===== src/petc_pkg.sv =====
`default_nettype none
package petc_pkg;
    localparam int COORD_BITS = 24;
    localparam int MAX_VERTS  = 4;
    localparam int REG_BITS   = 31;
    localparam int LEN_BITS   = 26;
    localparam int DIFF_BITS  = COORD_BITS + 1;
    localparam int SQ_BITS    = 2 * DIFF_BITS + 2;
    localparam int CFG_IDX_BITS = 1;
    localparam logic [CFG_IDX_BITS-1:0] CFG_WIDTH  = 1'b0;
    localparam logic [CFG_IDX_BITS-1:0] CFG_HEIGHT = 1'b1;
    localparam int OUT_BITS   = 32;
    localparam int DIVQ_BITS  = 51;

    typedef struct packed {
        logic signed [COORD_BITS-1:0] x;
        logic signed [COORD_BITS-1:0] y;
        logic signed [COORD_BITS-1:0] z;
    } vertex_t;

    typedef struct packed {
        logic [OUT_BITS-1:0] tex_u1;
        logic [OUT_BITS-1:0] tex_u2;
        logic [OUT_BITS-1:0] tex_v2;
        logic [OUT_BITS-1:0] tex_v3;
        logic                is_quad;
        logic                bad_count;
    } result_t;

    typedef struct packed {
        vertex_t pos;
        logic    last_vertex;
    } vert_item_t;
endpackage
`default_nettype wire


===== src/petc_if.sv =====
`default_nettype none
interface petc_vert_if;
    logic valid;
    logic ready;
    petc_pkg::vert_item_t data;
    modport source (output valid, output data, input ready);
    modport sink (input valid, input data, output ready);
endinterface

interface petc_res_if;
    logic valid;
    logic ready;
    petc_pkg::result_t data;
    modport source (output valid, output data, input ready);
    modport sink (input valid, input data, output ready);
endinterface
`default_nettype wire


===== src/petc_isqrt.sv =====
`default_nettype none
// Bit-serial integer square root: one result bit per cycle.
module petc_isqrt (
    input  wire logic                            clk,
    input  wire logic                            rst_n,
    input  wire logic                            start,
    input  wire logic [petc_pkg::SQ_BITS-1:0]    radicand,
    output logic                                 done,
    output logic [petc_pkg::LEN_BITS-1:0]        root
);
    localparam int STEPS = petc_pkg::SQ_BITS / 2;
    localparam int CNT_BITS = $clog2(STEPS + 1);

    logic [petc_pkg::SQ_BITS-1:0]  rad_reg;
    logic [petc_pkg::LEN_BITS+1:0] rem_reg;
    logic [petc_pkg::LEN_BITS-1:0] root_reg;
    logic [CNT_BITS-1:0]           cnt_reg;
    logic                          busy_reg;
    logic                          done_reg;

    logic [petc_pkg::LEN_BITS+1:0] rem_sh;
    logic [petc_pkg::LEN_BITS+1:0] trial;

    // One restoring step on the next pair of radicand bits.
    always_comb
    begin
        rem_sh = {rem_reg[petc_pkg::LEN_BITS-1:0], rad_reg[petc_pkg::SQ_BITS-1 -: 2]};
        trial  = {root_reg, 2'b01};
    end

    always_ff @(posedge clk or negedge rst_n)
    begin
        if (!rst_n)
        begin
            busy_reg <= 1'b0;
            done_reg <= 1'b0;
            cnt_reg  <= '0;
        end
        else
        begin
            done_reg <= 1'b0;
            if (start)
            begin
                busy_reg <= 1'b1;
                cnt_reg  <= CNT_BITS'(STEPS);
                rad_reg  <= radicand;
                rem_reg  <= '0;
                root_reg <= '0;
            end
            else if (busy_reg)
            begin
                rad_reg <= rad_reg << 2;
                if (rem_sh >= trial)
                begin
                    rem_reg  <= rem_sh - trial;
                    root_reg <= {root_reg[petc_pkg::LEN_BITS-2:0], 1'b1};
                end
                else
                begin
                    rem_reg  <= rem_sh;
                    root_reg <= {root_reg[petc_pkg::LEN_BITS-2:0], 1'b0};
                end
                cnt_reg <= cnt_reg - 1'b1;
                if (cnt_reg == CNT_BITS'(1))
                begin
                    busy_reg <= 1'b0;
                    done_reg <= 1'b1;
                end
            end
        end
    end

    assign done = done_reg;
    assign root = root_reg;
endmodule
`default_nettype wire


===== src/petc_div.sv =====
`default_nettype none
// Restoring divider, one quotient bit per cycle, saturating to 32 bits.
module petc_div (
    input  wire logic                             clk,
    input  wire logic                             rst_n,
    input  wire logic                             start,
    input  wire logic [petc_pkg::LEN_BITS-1:0]    len,
    input  wire logic [petc_pkg::REG_BITS-1:0]    divisor,
    output logic                                  done,
    output logic [petc_pkg::OUT_BITS-1:0]         quot
);
    localparam int N = petc_pkg::DIVQ_BITS - 1;
    localparam int CNT_BITS = $clog2(petc_pkg::DIVQ_BITS + 1);

    logic [N-1:0]                     num_reg;
    logic [petc_pkg::REG_BITS:0]      rem_reg;
    logic [N-1:0]                     q_reg;
    logic [petc_pkg::REG_BITS-1:0]    dv_reg;
    logic [CNT_BITS-1:0]              cnt_reg;
    logic                             busy_reg;
    logic                             done_reg;
    logic [petc_pkg::REG_BITS:0]      rem_sh;

    always_comb
    begin
        rem_sh = {rem_reg[petc_pkg::REG_BITS-1:0], num_reg[N-1]};
    end

    always_ff @(posedge clk or negedge rst_n)
    begin
        if (!rst_n)
        begin
            busy_reg <= 1'b0;
            done_reg <= 1'b0;
            cnt_reg  <= '0;
        end
        else
        begin
            done_reg <= 1'b0;
            if (start)
            begin
                busy_reg <= 1'b1;
                cnt_reg  <= CNT_BITS'(N);
                num_reg  <= {len, 24'd0};
                rem_reg  <= '0;
                q_reg    <= '0;
                dv_reg   <= divisor;
            end
            else if (busy_reg)
            begin
                num_reg <= num_reg << 1;
                if (rem_sh >= {1'b0, dv_reg})
                begin
                    rem_reg <= rem_sh - {1'b0, dv_reg};
                    q_reg   <= {q_reg[N-2:0], 1'b1};
                end
                else
                begin
                    rem_reg <= rem_sh;
                    q_reg   <= {q_reg[N-2:0], 1'b0};
                end
                cnt_reg <= cnt_reg - 1'b1;
                if (cnt_reg == CNT_BITS'(1))
                begin
                    busy_reg <= 1'b0;
                    done_reg <= 1'b1;
                end
            end
        end
    end

    // Zero divisor and overflow both saturate.
    always_comb
    begin
        if (dv_reg == '0 || q_reg[N-1:petc_pkg::OUT_BITS] != '0)
            quot = '1;
        else
            quot = q_reg[petc_pkg::OUT_BITS-1:0];
    end
    assign done = done_reg;
endmodule
`default_nettype wire


===== src/polygon_edge_texture_coords_core.sv =====
`default_nettype none
// Channel   Direction  Payload
// vert_in   sink       pos_x, pos_y, pos_z, last_vertex
// res_out   source     tex_u1, tex_u2, tex_v2, tex_v3, is_quad, bad_count
// cfg       write      cfg_we, cfg_index, cfg_data
//
// A middle vertex that closes an edge squares and sums the three deltas (S_SQ, S_SUM per
// axis), then takes the bit-serial root of 26 steps before ready rises again. A vertex with
// no edge to store leaves the sequencer in S_IDLE. A closing vertex needs two such roots and
// one division per coordinate on one shared divider, then S_OUT raises the result valid;
// a bad vertex count gives its result on the next cycle. Reset is asynchronous; it clears
// control state and the first and previous vertex, and loads 65536 into width and height.
// While a result waits on res_out the block accepts no new vertex.
module polygon_edge_texture_coords_core (
    input  wire logic                                 clk,
    input  wire logic                                 rst_n,
    petc_vert_if.sink                                 vert_in,
    petc_res_if.source                                res_out,
    input  wire logic                                 cfg_we,
    input  wire logic [petc_pkg::CFG_IDX_BITS-1:0]    cfg_index,
    input  wire logic [petc_pkg::REG_BITS-1:0]        cfg_data
);
    typedef enum logic [3:0] {
        S_IDLE, S_SQ, S_SUM, S_ROOT, S_ROOT_WAIT, S_DIV, S_DIV_WAIT, S_OUT
    } state_t;

    state_t state_reg;
    logic [petc_pkg::REG_BITS-1:0] width_reg, height_reg;
    petc_pkg::vertex_t first_reg, prev_reg, cur_reg;
    petc_pkg::vertex_t pa_reg, pb_reg;
    logic [2:0] count_reg;
    logic [petc_pkg::LEN_BITS-1:0] edge_reg [3];
    logic last_reg;
    logic quad_reg;
    logic [1:0] root_idx_reg;
    logic [1:0] axis_reg;
    logic [2:0] div_idx_reg;
    logic [petc_pkg::SQ_BITS-1:0] sum_reg;
    logic [petc_pkg::DIFF_BITS-1:0] diff_reg;
    logic [petc_pkg::LEN_BITS-1:0] d1_reg, d2_reg, d3_reg;
    petc_pkg::result_t res_reg;
    logic out_valid_reg;

    logic sq_start, sq_done, dv_start, dv_done;
    logic [petc_pkg::LEN_BITS-1:0] root;
    logic [petc_pkg::OUT_BITS-1:0] quot;
    logic [petc_pkg::LEN_BITS-1:0] div_len;
    logic [petc_pkg::REG_BITS-1:0] div_reg;
    logic signed [petc_pkg::DIFF_BITS-1:0] delta;
    logic [petc_pkg::COORD_BITS-1:0] ca, cb;

    // Configuration writes.
    always_ff @(posedge clk or negedge rst_n)
    begin
        if (!rst_n)
        begin
            width_reg  <= petc_pkg::REG_BITS'(65536);
            height_reg <= petc_pkg::REG_BITS'(65536);
        end
        else if (cfg_we)
        begin
            if (cfg_index == petc_pkg::CFG_WIDTH)
                width_reg <= cfg_data;
            else if (cfg_index == petc_pkg::CFG_HEIGHT)
                height_reg <= cfg_data;
        end
    end

    // Axis selection for the delta of the current edge.
    always_comb
    begin
        case (axis_reg)
            2'd0:    begin ca = pa_reg.x; cb = pb_reg.x; end
            2'd1:    begin ca = pa_reg.y; cb = pb_reg.y; end
            default: begin ca = pa_reg.z; cb = pb_reg.z; end
        endcase
        delta = $signed({ca[petc_pkg::COORD_BITS-1], ca}) -
                $signed({cb[petc_pkg::COORD_BITS-1], cb});
    end

    // Divide job table: u1, u2, v2, v3.
    always_comb
    begin
        case (div_idx_reg)
            3'd0:    begin div_len = edge_reg[0]; div_reg = width_reg;  end
            3'd1:    begin div_len = d2_reg;      div_reg = width_reg;  end
            3'd2:    begin div_len = d1_reg;      div_reg = height_reg; end
            default: begin div_len = d3_reg;      div_reg = height_reg; end
        endcase
    end

    assign sq_start = (state_reg == S_ROOT);
    assign dv_start = (state_reg == S_DIV);
    assign vert_in.ready = (state_reg == S_IDLE) && !out_valid_reg;
    assign res_out.valid = out_valid_reg;
    assign res_out.data  = res_reg;

    petc_isqrt u_sqrt (
        .clk(clk), .rst_n(rst_n), .start(sq_start), .radicand(sum_reg),
        .done(sq_done), .root(root)
    );
    petc_div u_div (
        .clk(clk), .rst_n(rst_n), .start(dv_start), .len(div_len),
        .divisor(div_reg), .done(dv_done), .quot(quot)
    );

    // Sequencer.
    always_ff @(posedge clk or negedge rst_n)
    begin
        if (!rst_n)
        begin
            state_reg     <= S_IDLE;
            count_reg     <= '0;
            out_valid_reg <= 1'b0;
            first_reg     <= '0;
            prev_reg      <= '0;
        end
        else
        begin
            if (out_valid_reg && res_out.ready)
                out_valid_reg <= 1'b0;
            case (state_reg)
                S_IDLE:
                begin
                    if (vert_in.valid && vert_in.ready)
                    begin
                        cur_reg  <= vert_in.data.pos;
                        last_reg <= vert_in.data.last_vertex;
                        pa_reg   <= prev_reg;
                        pb_reg   <= vert_in.data.pos;
                        axis_reg <= '0;
                        sum_reg  <= '0;
                        root_idx_reg <= '0;
                        div_idx_reg  <= '0;
                        quad_reg <= (count_reg == 3'd3) && (petc_pkg::MAX_VERTS >= 4);
                        if (vert_in.data.last_vertex)
                        begin
                            count_reg <= '0;
                            if (count_reg != 3'd2 &&
                                !(count_reg == 3'd3 && petc_pkg::MAX_VERTS >= 4))
                            begin
                                // Zero coordinates with only the bad count flag set.
                                res_reg <= {{(4 * petc_pkg::OUT_BITS + 1){1'b0}}, 1'b1};
                                out_valid_reg <= 1'b1;
                            end
                            else
                                state_reg <= S_SQ;
                        end
                        else
                        begin
                            if (count_reg == 3'd0)
                                first_reg <= vert_in.data.pos;
                            else if (count_reg < 3'd4)
                                state_reg <= S_SQ;
                            prev_reg <= vert_in.data.pos;
                            if (count_reg != 3'd7)
                                count_reg <= count_reg + 1'b1;
                        end
                    end
                end
                S_SQ:
                begin
                    diff_reg <= delta[petc_pkg::DIFF_BITS-1] ?
                                petc_pkg::DIFF_BITS'(-delta) : delta;
                    state_reg <= S_SUM;
                end
                S_SUM:
                begin
                    sum_reg <= sum_reg + petc_pkg::SQ_BITS'(diff_reg * diff_reg);
                    if (axis_reg == 2'd2)
                        state_reg <= S_ROOT;
                    else
                    begin
                        axis_reg  <= axis_reg + 1'b1;
                        state_reg <= S_SQ;
                    end
                end
                S_ROOT:
                    state_reg <= S_ROOT_WAIT;
                S_ROOT_WAIT:
                begin
                    if (sq_done)
                    begin
                        if (!last_reg)
                        begin
                            edge_reg[2'(count_reg - 3'd2)] <= root;
                            state_reg <= S_IDLE;
                        end
                        else if (root_idx_reg == 2'd0)
                        begin
                            if (quad_reg) d2_reg <= root;
                            else          d1_reg <= root;
                            root_idx_reg <= 2'd1;
                            pa_reg   <= cur_reg;
                            pb_reg   <= first_reg;
                            axis_reg <= '0;
                            sum_reg  <= '0;
                            state_reg <= S_SQ;
                        end
                        else
                        begin
                            if (quad_reg)
                            begin
                                d3_reg <= root;
                                d1_reg <= edge_reg[1];
                            end
                            else
                            begin
                                d2_reg <= root;
                                d3_reg <= '0;
                            end
                            state_reg <= S_DIV;
                        end
                    end
                end
                S_DIV:
                    state_reg <= S_DIV_WAIT;
                S_DIV_WAIT:
                begin
                    if (dv_done)
                    begin
                        case (div_idx_reg)
                            3'd0:    res_reg.tex_u1 <= quot;
                            3'd1:    res_reg.tex_u2 <= quot;
                            3'd2:    res_reg.tex_v2 <= quot;
                            default: res_reg.tex_v3 <= quot;
                        endcase
                        if (div_idx_reg == 3'd3 || (div_idx_reg == 3'd2 && !quad_reg))
                        begin
                            if (!quad_reg)
                                res_reg.tex_v3 <= '0;
                            res_reg.is_quad   <= quad_reg;
                            res_reg.bad_count <= 1'b0;
                            state_reg <= S_OUT;
                        end
                        else
                        begin
                            div_idx_reg <= div_idx_reg + 1'b1;
                            state_reg   <= S_DIV;
                        end
                    end
                end
                S_OUT:
                begin
                    out_valid_reg <= 1'b1;
                    state_reg     <= S_IDLE;
                end
                default:
                    state_reg <= S_IDLE;
            endcase
        end
    end

    // A result is never presented while the sequencer is working.
    assert property (@(posedge clk) disable iff (!rst_n)
        out_valid_reg |-> (state_reg == S_IDLE))
        else $error("result valid while busy");
    // A bad count result carries zero coordinates; the property checks tex_u1 and is_quad.
    assert property (@(posedge clk) disable iff (!rst_n)
        (out_valid_reg && res_reg.bad_count) |-> (res_reg.tex_u1 == '0 && !res_reg.is_quad))
        else $error("bad count result not cleared");
    // Vertex count returns to zero after a closing vertex.
    assert property (@(posedge clk) disable iff (!rst_n)
        (vert_in.valid && vert_in.ready && vert_in.data.last_vertex) |=> (count_reg == '0))
        else $error("count not reset");
endmodule
`default_nettype wire

===== src/flat_wrapper.sv =====
// flat-port wrapper written by rule: the top's interface ports become plain ports
module polygon_edge_texture_coords_core_flat 
  (clk, rst_n, cfg_we, cfg_index, cfg_data, vert_in_valid, vert_in_data, vert_in_ready, res_out_valid, res_out_data, res_out_ready);
  petc_vert_if vert_in_i ();
  petc_res_if res_out_i ();
  input  wire logic clk;
  input  wire logic rst_n;
  input  wire logic cfg_we;
  input  wire logic [petc_pkg::CFG_IDX_BITS-1:0] cfg_index;
  input  wire logic [petc_pkg::REG_BITS-1:0] cfg_data;
  input wire logic [$bits(vert_in_i.valid)-1:0] vert_in_valid;
  input wire logic [$bits(vert_in_i.data)-1:0] vert_in_data;
  output wire logic [$bits(vert_in_i.ready)-1:0] vert_in_ready;
  output wire logic [$bits(res_out_i.valid)-1:0] res_out_valid;
  output wire logic [$bits(res_out_i.data)-1:0] res_out_data;
  input wire logic [$bits(res_out_i.ready)-1:0] res_out_ready;
  assign vert_in_i.valid = vert_in_valid;
  assign vert_in_i.data = vert_in_data;
  assign vert_in_ready = vert_in_i.ready;
  assign res_out_valid = res_out_i.valid;
  assign res_out_data = res_out_i.data;
  assign res_out_i.ready = res_out_ready;
  polygon_edge_texture_coords_core u_core (.clk(clk), .rst_n(rst_n), .vert_in(vert_in_i), .res_out(res_out_i), .cfg_we(cfg_we), .cfg_index(cfg_index), .cfg_data(cfg_data));
endmodule

===== config.mk =====
export PLATFORM = sky130hd
export DESIGN_NAME = polygon_edge_texture_coords_core_flat
export DESIGN_NICKNAME = d
export VERILOG_FILES = /design/src/petc_pkg.sv /design/src/petc_if.sv /design/src/petc_isqrt.sv /design/src/petc_div.sv /design/src/polygon_edge_texture_coords_core.sv /design/src/flat_wrapper.sv
export SDC_FILE = /design/constraint.sdc
export NUM_CORES = 2
export LEC_CHECK = 0
export ABC_AREA = 1
export BUFFER_PORTS_ARGS = -buffer_cell sky130_fd_sc_hd__buf_2
export CORE_ASPECT_RATIO = 1.2
export CORE_MARGIN = 3
export CORE_UTILIZATION = 60
export DETAILED_ROUTE_END_ITERATION = 10
export PLACE_DENSITY = 0.74
export SYNTH_ARGS = -nofsm -noshare
export SYNTH_HDL_FRONTEND = slang
export SYNTH_HIERARCHICAL = 1
export SYNTH_SLANG_ARGS = --single-unit

===== constraint.sdc =====
create_clock -name clk -period 32.6 [get_ports clk]
set_clock_uncertainty 0.1 [all_clocks]
set_input_delay 6.52 -clock clk [delete_from_list [all_inputs] [get_ports clk]]
set_output_delay 6.52 -clock clk [all_outputs]
set_load 0.02 [all_outputs]

-- Yosys cells after proc, flatten, opt, wreduce, memory -nomap -nowiden
Memories as Yosys holds them, arrays and structs flattened.
Index checks and enable logic that the tools add are counted.
- register bits: 1008
- bits in writable memories: 78
- input port bits: 110
- memories: 1
- $add $sub $neg: 11
- multipliers: 1
- magnitude comparators: 3
- equality and inequality tests: 36
- multiplexer cells: 102
- bitwise logic cells: 3
- reduce and logical (&&, ||, !) cells: 50
- memory list (name ; depth ; width ; read ports ; clocked after memory_dff ; wr ports ; RTL line ; RTL):
    u_core.edge_reg ; 3 ; 26 ; 2 ; 0 ; 1 ; polygon_edge_texture_coords_core.sv:32 ; logic [petc_pkg::LEN_BITS-1:0] edge_reg [3];
- operators by type and width (cell ; count):
    $mux 72 ; 8
    $mux 130 ; 4
    $mux 52 ; 6
    $pmux 72 s2 ; 2
    $pmux 130 s2 ; 1
    $mux 32 ; 8
    $mux 26 ; 6
    $pmux 52 s3 ; 1
    $mux 50 ; 3
    $pmux 24 s2 ; 2
    $pmux 26 s3 ; 1
    $mux 28 ; 2
    $add 52x50->52 ; 1
    $mul 25x25->50 ; 1
    $reduce_and 6->1 ; 6
    $reduce_and 7->1 ; 5
    $mux 34 ; 1
    $ge 32x31->1 ; 1
    $mux 4 ; 8
    $sub 32x31->32 ; 1
    $logic_not 31->1 ; 1
    $mux 31 ; 1
    $ge 28x28->1 ; 1
    $pmux 4 s7 ; 1
    other kinds (48) ; 134

-- Logic depth before layout (Yosys ltp)
- depth after elaboration: 8
- depth in mapped cells: 31
- depth with buffers taken out: 29

-- Cells and area by module
The synthesis kept the hierarchy.
- modules (own cells, without submodules) (module ; instances ; cells each ; area an instance (µm²) ; seq. area each (µm²)):
    polygon_edge_texture_coords_core ; 1 ; 5684 ; 52731.8 ; 22178.8
    petc_div ; 1 ; 1177 ; 9968.3 ; 5064.9
    petc_isqrt ; 1 ; 832 ; 6736.5 ; 3298.2

-- Worst setup path after synthesis
No wires, ideal clock.
- path kind: input -> register
- start point: in vert_in_valid
- end point: reg u_core/pa_reg[0] (netlist name) (enable)
- library setup time: 0.863 ns
- data arrival time: 17.534 ns
- data required time: 31.637 ns
- slack: 14.103 ns
- stages: 6
- path buffers: 0
- cells stage by stage: nand2_1 inv_2 nor2_1 nor2_1 nand3_1 a211oi_1
- longest elaborated chain between the ends: 3
- RTL lines (element ; RTL line ; RTL):
    start, declared ; flat_wrapper.sv:11 ; input wire logic [$bits(vert_in_i.valid)-1:0] vert_in_valid;
    $logic_and 1x1->1 ; polygon_edge_texture_coords_core.sv:125 ; if (vert_in.valid && vert_in.ready)
    $ne 2x2->1 (no line) ; -- ;
    $reduce_and 6->1 (no line) ; -- ;
    end signal, assigned ; polygon_edge_texture_coords_core.sv:129 ; pa_reg <= prev_reg;
    end signal, assigned ; polygon_edge_texture_coords_core.sv:194 ; pa_reg <= cur_reg;
    end, declared ; polygon_edge_texture_coords_core.sv:30 ; petc_pkg::vertex_t pa_reg, pb_reg;
No other way between the ends.
A chain may end at the register's enable or synchronous reset.

-- Worst setup path in the final report
- start point: in rst_n
- end point: reg u_core/pa_reg[31] (netlist name) (enable)
- longest elaborated chain between the ends: 1
- RTL lines (element ; RTL line ; RTL):
    start, declared ; flat_wrapper.sv:7 ; input wire logic rst_n;
    $reduce_and 6->1 (no line) ; -- ;
No other way between the ends.

==> results.md <==
Yosys:
- A synthesized cell averages 9.026 µm².
- After synthesis the cells add up to 69440 µm².
- Summing the areas of all and, or, nand and nor instances in the mapped netlist gives 17.91% of the synthesized area.
- The complex-gate fraction of the synthesized area is 6.916%.
- The post-synth net total is 8613.
- After synthesis, flip-flops and latches occupy 43.99% of the total area.
- The largest total area in the synthesized netlist belongs to sky130_fd_sc_hd__edfxtp_1.
- The XOR/XNOR share of the synthesized area is 0.7190%.
- The post-synthesis cell count is 7693.
- The share of the synthesized area in the top cell type is 35.76%.
- In this run, synthesis produced a sequential element count of 1055.
- The synthesized netlist contains 54 unique library cells.
- The count of warnings emitted by yosys is 6.
- Of the post-synthesis cell area, the part taken by muxes is 0%.
- Summing the areas of all fa, ha and maj instances in the mapped netlist gives 20.21% of the synthesized area.
- By area the synthesized netlist is led by sky130_fd_sc_hd__edfxtp_1, sky130_fd_sc_hd__fa_1, sky130_fd_sc_hd__nand2_1.
- The largest family of logic cells by synthesized area is adder cells.

Pwr:
- The largest voltage drop on the vdd net is 0.04785 mV.
- Summed over all cells, the static leakage comes to 0.03671 µW.
- In this run the power density over the cells is 37.47 nW/µm².

Finish:
- The area growth from synthesis to layout is 8.898%.
- The number of flip-flops under the largest register name is 130.
- The count of cells in the finished layout, fillers not included, comes to 9446.
- The net count of the finished layout is 8759.
- The number of antenna diodes is 0.
- The post-route netlist has 7.808% of its cells at a drive strength greater than 1.

Worst setup path:
- The launching element type of the critical path is a primary input.
- The most common cell type on the critical path is sky130_fd_sc_hd__buf_4.
- The delay of the slowest cell on the worst path is 0.87 ns.
- Data arrives at the worst endpoint at 9.51 ns.
- STA classifies the critical path endpoint as a flip-flop.
- Data on the critical path is required at its endpoint by 32.82 ns.
- For flop-to-flop paths, the worst setup slack is 25.15 ns.
- For this design, the slowest cell found on the critical path is sky130_fd_sc_hd__buf_4.
- The worst setup path is of the primary input to flip-flop kind.
- The number of buffers and inverters on the critical path is 3.
- Of all nets on the critical path, the largest fanout is 95.
- The cell family contributing the most delay on the critical path is buffers and inverters.
- The critical path goes through buf_8 -> nand3_1 -> a211oi_4 -> buf_4 -> buf_4.

Floorplan:
- The number of core rows is 136.
- Once the floorplan was initialized, standard cells occupied 60.54% of the core.
- The floorplan step set the die width to 316.5 µm.
- The floorplan step defined a die boundary enclosing 119900 µm².
- The number of top-level pins is 242.
- The die is 378.7 µm tall.
- After floorplanning, the core was sized to cover 114700 µm².

Place:
- The total instance count after detailed placement is 9253.
- In this run the tool buffered the top-level ports with 241 buffer cells.
- The HPWL after detailed placement is 122600 µm.
- At the end of routability-driven placement, the weighted congestion stood at 0.9543.

Global routing:
- Global routing used 28.42% of the available tracks across all layers.
- For this run, global-route usage on met2 was measured as 48.17%.
- The number of antenna violations at the first check in global routing is 0.
- The first global-routing pass estimated 268900 µm of wire.
- Global routing used 37.79% of the available met1 tracks.
- The remaining global-route overflow is 0.
- The via count of the first global-routing pass is 51430.
- Entering global routing, the biggest net connects 115 pins.
- In the global route stage, met3 resource usage came out at 3.156%.
- The peak-usage layer in the global routing report is met2.

Route:
- In the routed layout, each cell is associated on average with a via count of 5.419.
- The post-detailed-route DRC marker count is 0.
- For this block, the initial DRC count from the detailed router was 4149.
- The first detailed-routing pass ran for 6 iterations.
- The total wire length after detailed routing is 167400 µm.
- The via count is 51190.
- The post-detailed-route wirelength per cell is 17.72 µm.
- The number of antenna-violating nets in the routed design is 0.

Min path:
- The type of the worst min-delay path is flip-flop to flip-flop.

Flow run:
- Across the run, the number of max-cap violations was 0.

Clocking:
- The CTS buffer count is 102.
- The later pin in the worst-skew pair is clocked with a latency of 0.73 ns.
- The library cell used as clock root buffer is sky130_fd_sc_hd__clkbuf_16.
- The number of hold buffers added after CTS was 0.
- The number of setup buffers added after CTS is 0.
- The H-tree was split into 3 levels.
- TritonCTS built the clock tree.
- The post-cts gate resize count is 0.
- The number of buffers on the longest clock path is 3.
- Clock-pin slew was measured on the worst setup and hold paths at 0.06 ns.
- The number of sinks on the clock net is 1055.

Timing:
- At the pin with the least slew margin, the transition time is 1.302 ns.
- The sum of negative setup slack is 0 ns.
- Static timing analysis puts the maximum clock frequency at 107.7 MHz.
- Setup repair after global routing left no endpoint under its margin.
- Measured against its own limit, the worst slew margin works out to 13.21%.
- Setup violations remaining at the end of the flow were counted as 0.
- The number of hold-slack violations in the final timing report is 0.
- The worst path in the final design needs a cycle of 9.284 ns, including I/O delays and setup.
- The final max-slew violation count is 0.
- The worst path uses 28.48% of the clock period.

Run status:
- The flow ran to the end, and the final reports show no timing, DRC or antenna violations.
==> kinds of logic after synthesis <==
family	Yosys count
DFF	1055
buffers and inverters	1869
xor gates and xnor gates	57
adders and majority gates	810
AOI/OAI and AO/OA	862
and+or+nand+nor	3040
==> cells in the mapped netlist (all sizes together) <==
library cell / count
a211oi: 2
a21boi: 3
a21o: 12
a21oi: 214
a22o: 49
a22oi: 2
a31oi: 6
and2: 3
and3: 4
buf: 59
clkbuf: 206
clkinv: 2
dfrtp: 226
dfstp: 2
edfxtp: 827
fa: 519
ha: 291
inv: 1602
nand2: 2293
nand3: 243
nand3b: 27
nand4: 71
nor2: 343
nor3: 32
nor4: 12
o2111ai: 1
o211ai: 8
o21a: 9
o21ai: 437
o21bai: 19
o221ai: 2
o22ai: 97
o32ai: 1
or2: 12
xnor2: 34
xor2: 23
==> per-layer routing <==
metal	up-vias	share of wire, %	wire (µm)
li1	24380	-	-
met1	24750	41	68500
met2	1721	49	82040
met3	338	6.0	9964
met4	0	4.1	6889
met5	-	0	0
==> layout make-up <==
class | instances | area, µm²
Clock buffer | 131 | 2701
Clock inverter | 62 | 809.5
Fill cell | 9174 | 39080
Inverter | 1604 | 6028
Multi-Input combinational cell | 4769 | 31910
Sequential cell | 1055 | 30540
Tap cell | 1518 | 1899
Timing Repair Buffer | 307 | 1724
==> stage by stage <==
step                      hold slack, ns  instance area [µm²]  setup slack [ns]  utilization [%]  total power, µW
final                             0.3806                75620             23.32            65.93             2833
after global routing              0.4012                75620             23.07            65.93             2927
after CTS                         0.3787                75620             23.34            65.93             2854
after detailed placement          0.3715                72100             22.57            62.87             1630
after global placement            0.3655                72100             22.64            62.87             1627
after floorplan                   0.3465                69440             14.10                -             1584
==> cells in the final DEF, fill, tap and decap left out, types with 9 or more instances in the layout <==
| cell | count |
|---|---|
| sky130_fd_sc_hd__clkinv_2 | 18 |
| sky130_fd_sc_hd__nor4_1 | 12 |
| sky130_fd_sc_hd__xnor2_1 | 34 |
| sky130_fd_sc_hd__clkinv_1 | 11 |
| sky130_fd_sc_hd__o22ai_1 | 97 |
| sky130_fd_sc_hd__nor3_1 | 24 |
| sky130_fd_sc_hd__inv_6 | 9 |
| sky130_fd_sc_hd__fa_1 | 519 |
| sky130_fd_sc_hd__o21a_1 | 9 |
| sky130_fd_sc_hd__a21oi_1 | 207 |
| sky130_fd_sc_hd__nand2_1 | 2247 |
| sky130_fd_sc_hd__inv_1 | 1575 |
| sky130_fd_sc_hd__nor2_4 | 15 |
| sky130_fd_sc_hd__nor2_1 | 296 |
| sky130_fd_sc_hd__o21ai_0 | 404 |
| sky130_fd_sc_hd__nor2_2 | 32 |
| sky130_fd_sc_hd__clkbuf_1 | 25 |
| sky130_fd_sc_hd__edfxtp_1 | 827 |
| sky130_fd_sc_hd__o21bai_1 | 19 |
| sky130_fd_sc_hd__bufinv_16 | 13 |
| sky130_fd_sc_hd__clkbuf_16 | 102 |
| sky130_fd_sc_hd__ha_1 | 289 |
| sky130_fd_sc_hd__nand3b_1 | 27 |
| sky130_fd_sc_hd__nand2_2 | 39 |
| sky130_fd_sc_hd__dfrtp_1 | 226 |
| sky130_fd_sc_hd__nand4_1 | 71 |
| sky130_fd_sc_hd__a21o_1 | 12 |
| sky130_fd_sc_hd__inv_2 | 25 |
| sky130_fd_sc_hd__nand3_1 | 238 |
| sky130_fd_sc_hd__o21ai_1 | 33 |
| sky130_fd_sc_hd__buf_4 | 65 |
| sky130_fd_sc_hd__a22o_1 | 49 |
| sky130_fd_sc_hd__buf_2 | 240 |
| sky130_fd_sc_hd__xor2_1 | 23 |
==> power breakdown <==
part / switching (µW) / total [µW] / internal [µW]
clock: 529 / 1230 / 700
sequential: 13.4 / 1480 / 1470
combinational: 81.6 / 123 / 41.7
total: 624 / 2830 / 2210
==> worst reg2reg max path, cell delays in order (launching register included) <==
cell and delay [ns]:
sky130_fd_sc_hd__edfxtp_1 1.22, sky130_fd_sc_hd__nand2_1 0.31, sky130_fd_sc_hd__fa_1 0.60, sky130_fd_sc_hd__inv_1 0.05
sky130_fd_sc_hd__fa_1 0.50, sky130_fd_sc_hd__inv_1 0.05, sky130_fd_sc_hd__fa_1 0.45, sky130_fd_sc_hd__fa_1 0.54
sky130_fd_sc_hd__inv_1 0.06, sky130_fd_sc_hd__fa_1 0.49, sky130_fd_sc_hd__fa_1 0.49, sky130_fd_sc_hd__inv_1 0.05
sky130_fd_sc_hd__fa_1 0.47, sky130_fd_sc_hd__inv_1 0.05, sky130_fd_sc_hd__ha_1 0.32, sky130_fd_sc_hd__a21oi_1 0.20
sky130_fd_sc_hd__nor2_1 0.06, sky130_fd_sc_hd__nor2_1 0.23, sky130_fd_sc_hd__a21boi_0 0.22, sky130_fd_sc_hd__o21ai_0 0.11
sky130_fd_sc_hd__inv_1 0.06, sky130_fd_sc_hd__nand2_1 0.19, sky130_fd_sc_hd__o21ai_0 0.25, sky130_fd_sc_hd__a21oi_1 0.09
==> final timing paths <==
kind,start,to,cells past startpoint
worst min-delay path,u_core/prev_reg[62],u_core/prev_reg[62],2
worst max register to register,u_core/diff_reg[21],u_core/sum_reg[32],23
min in group asynchronous,rst_n,u_core/first_reg[32],1
worst max-delay path,rst_n,u_core/pa_reg[31],5
worst min register to register,u_core/prev_reg[62],u_core/prev_reg[62],2
max in group asynchronous,rst_n,u_core/width_reg[21],3
No activity file was read; power rests on OpenSTA's default activity.
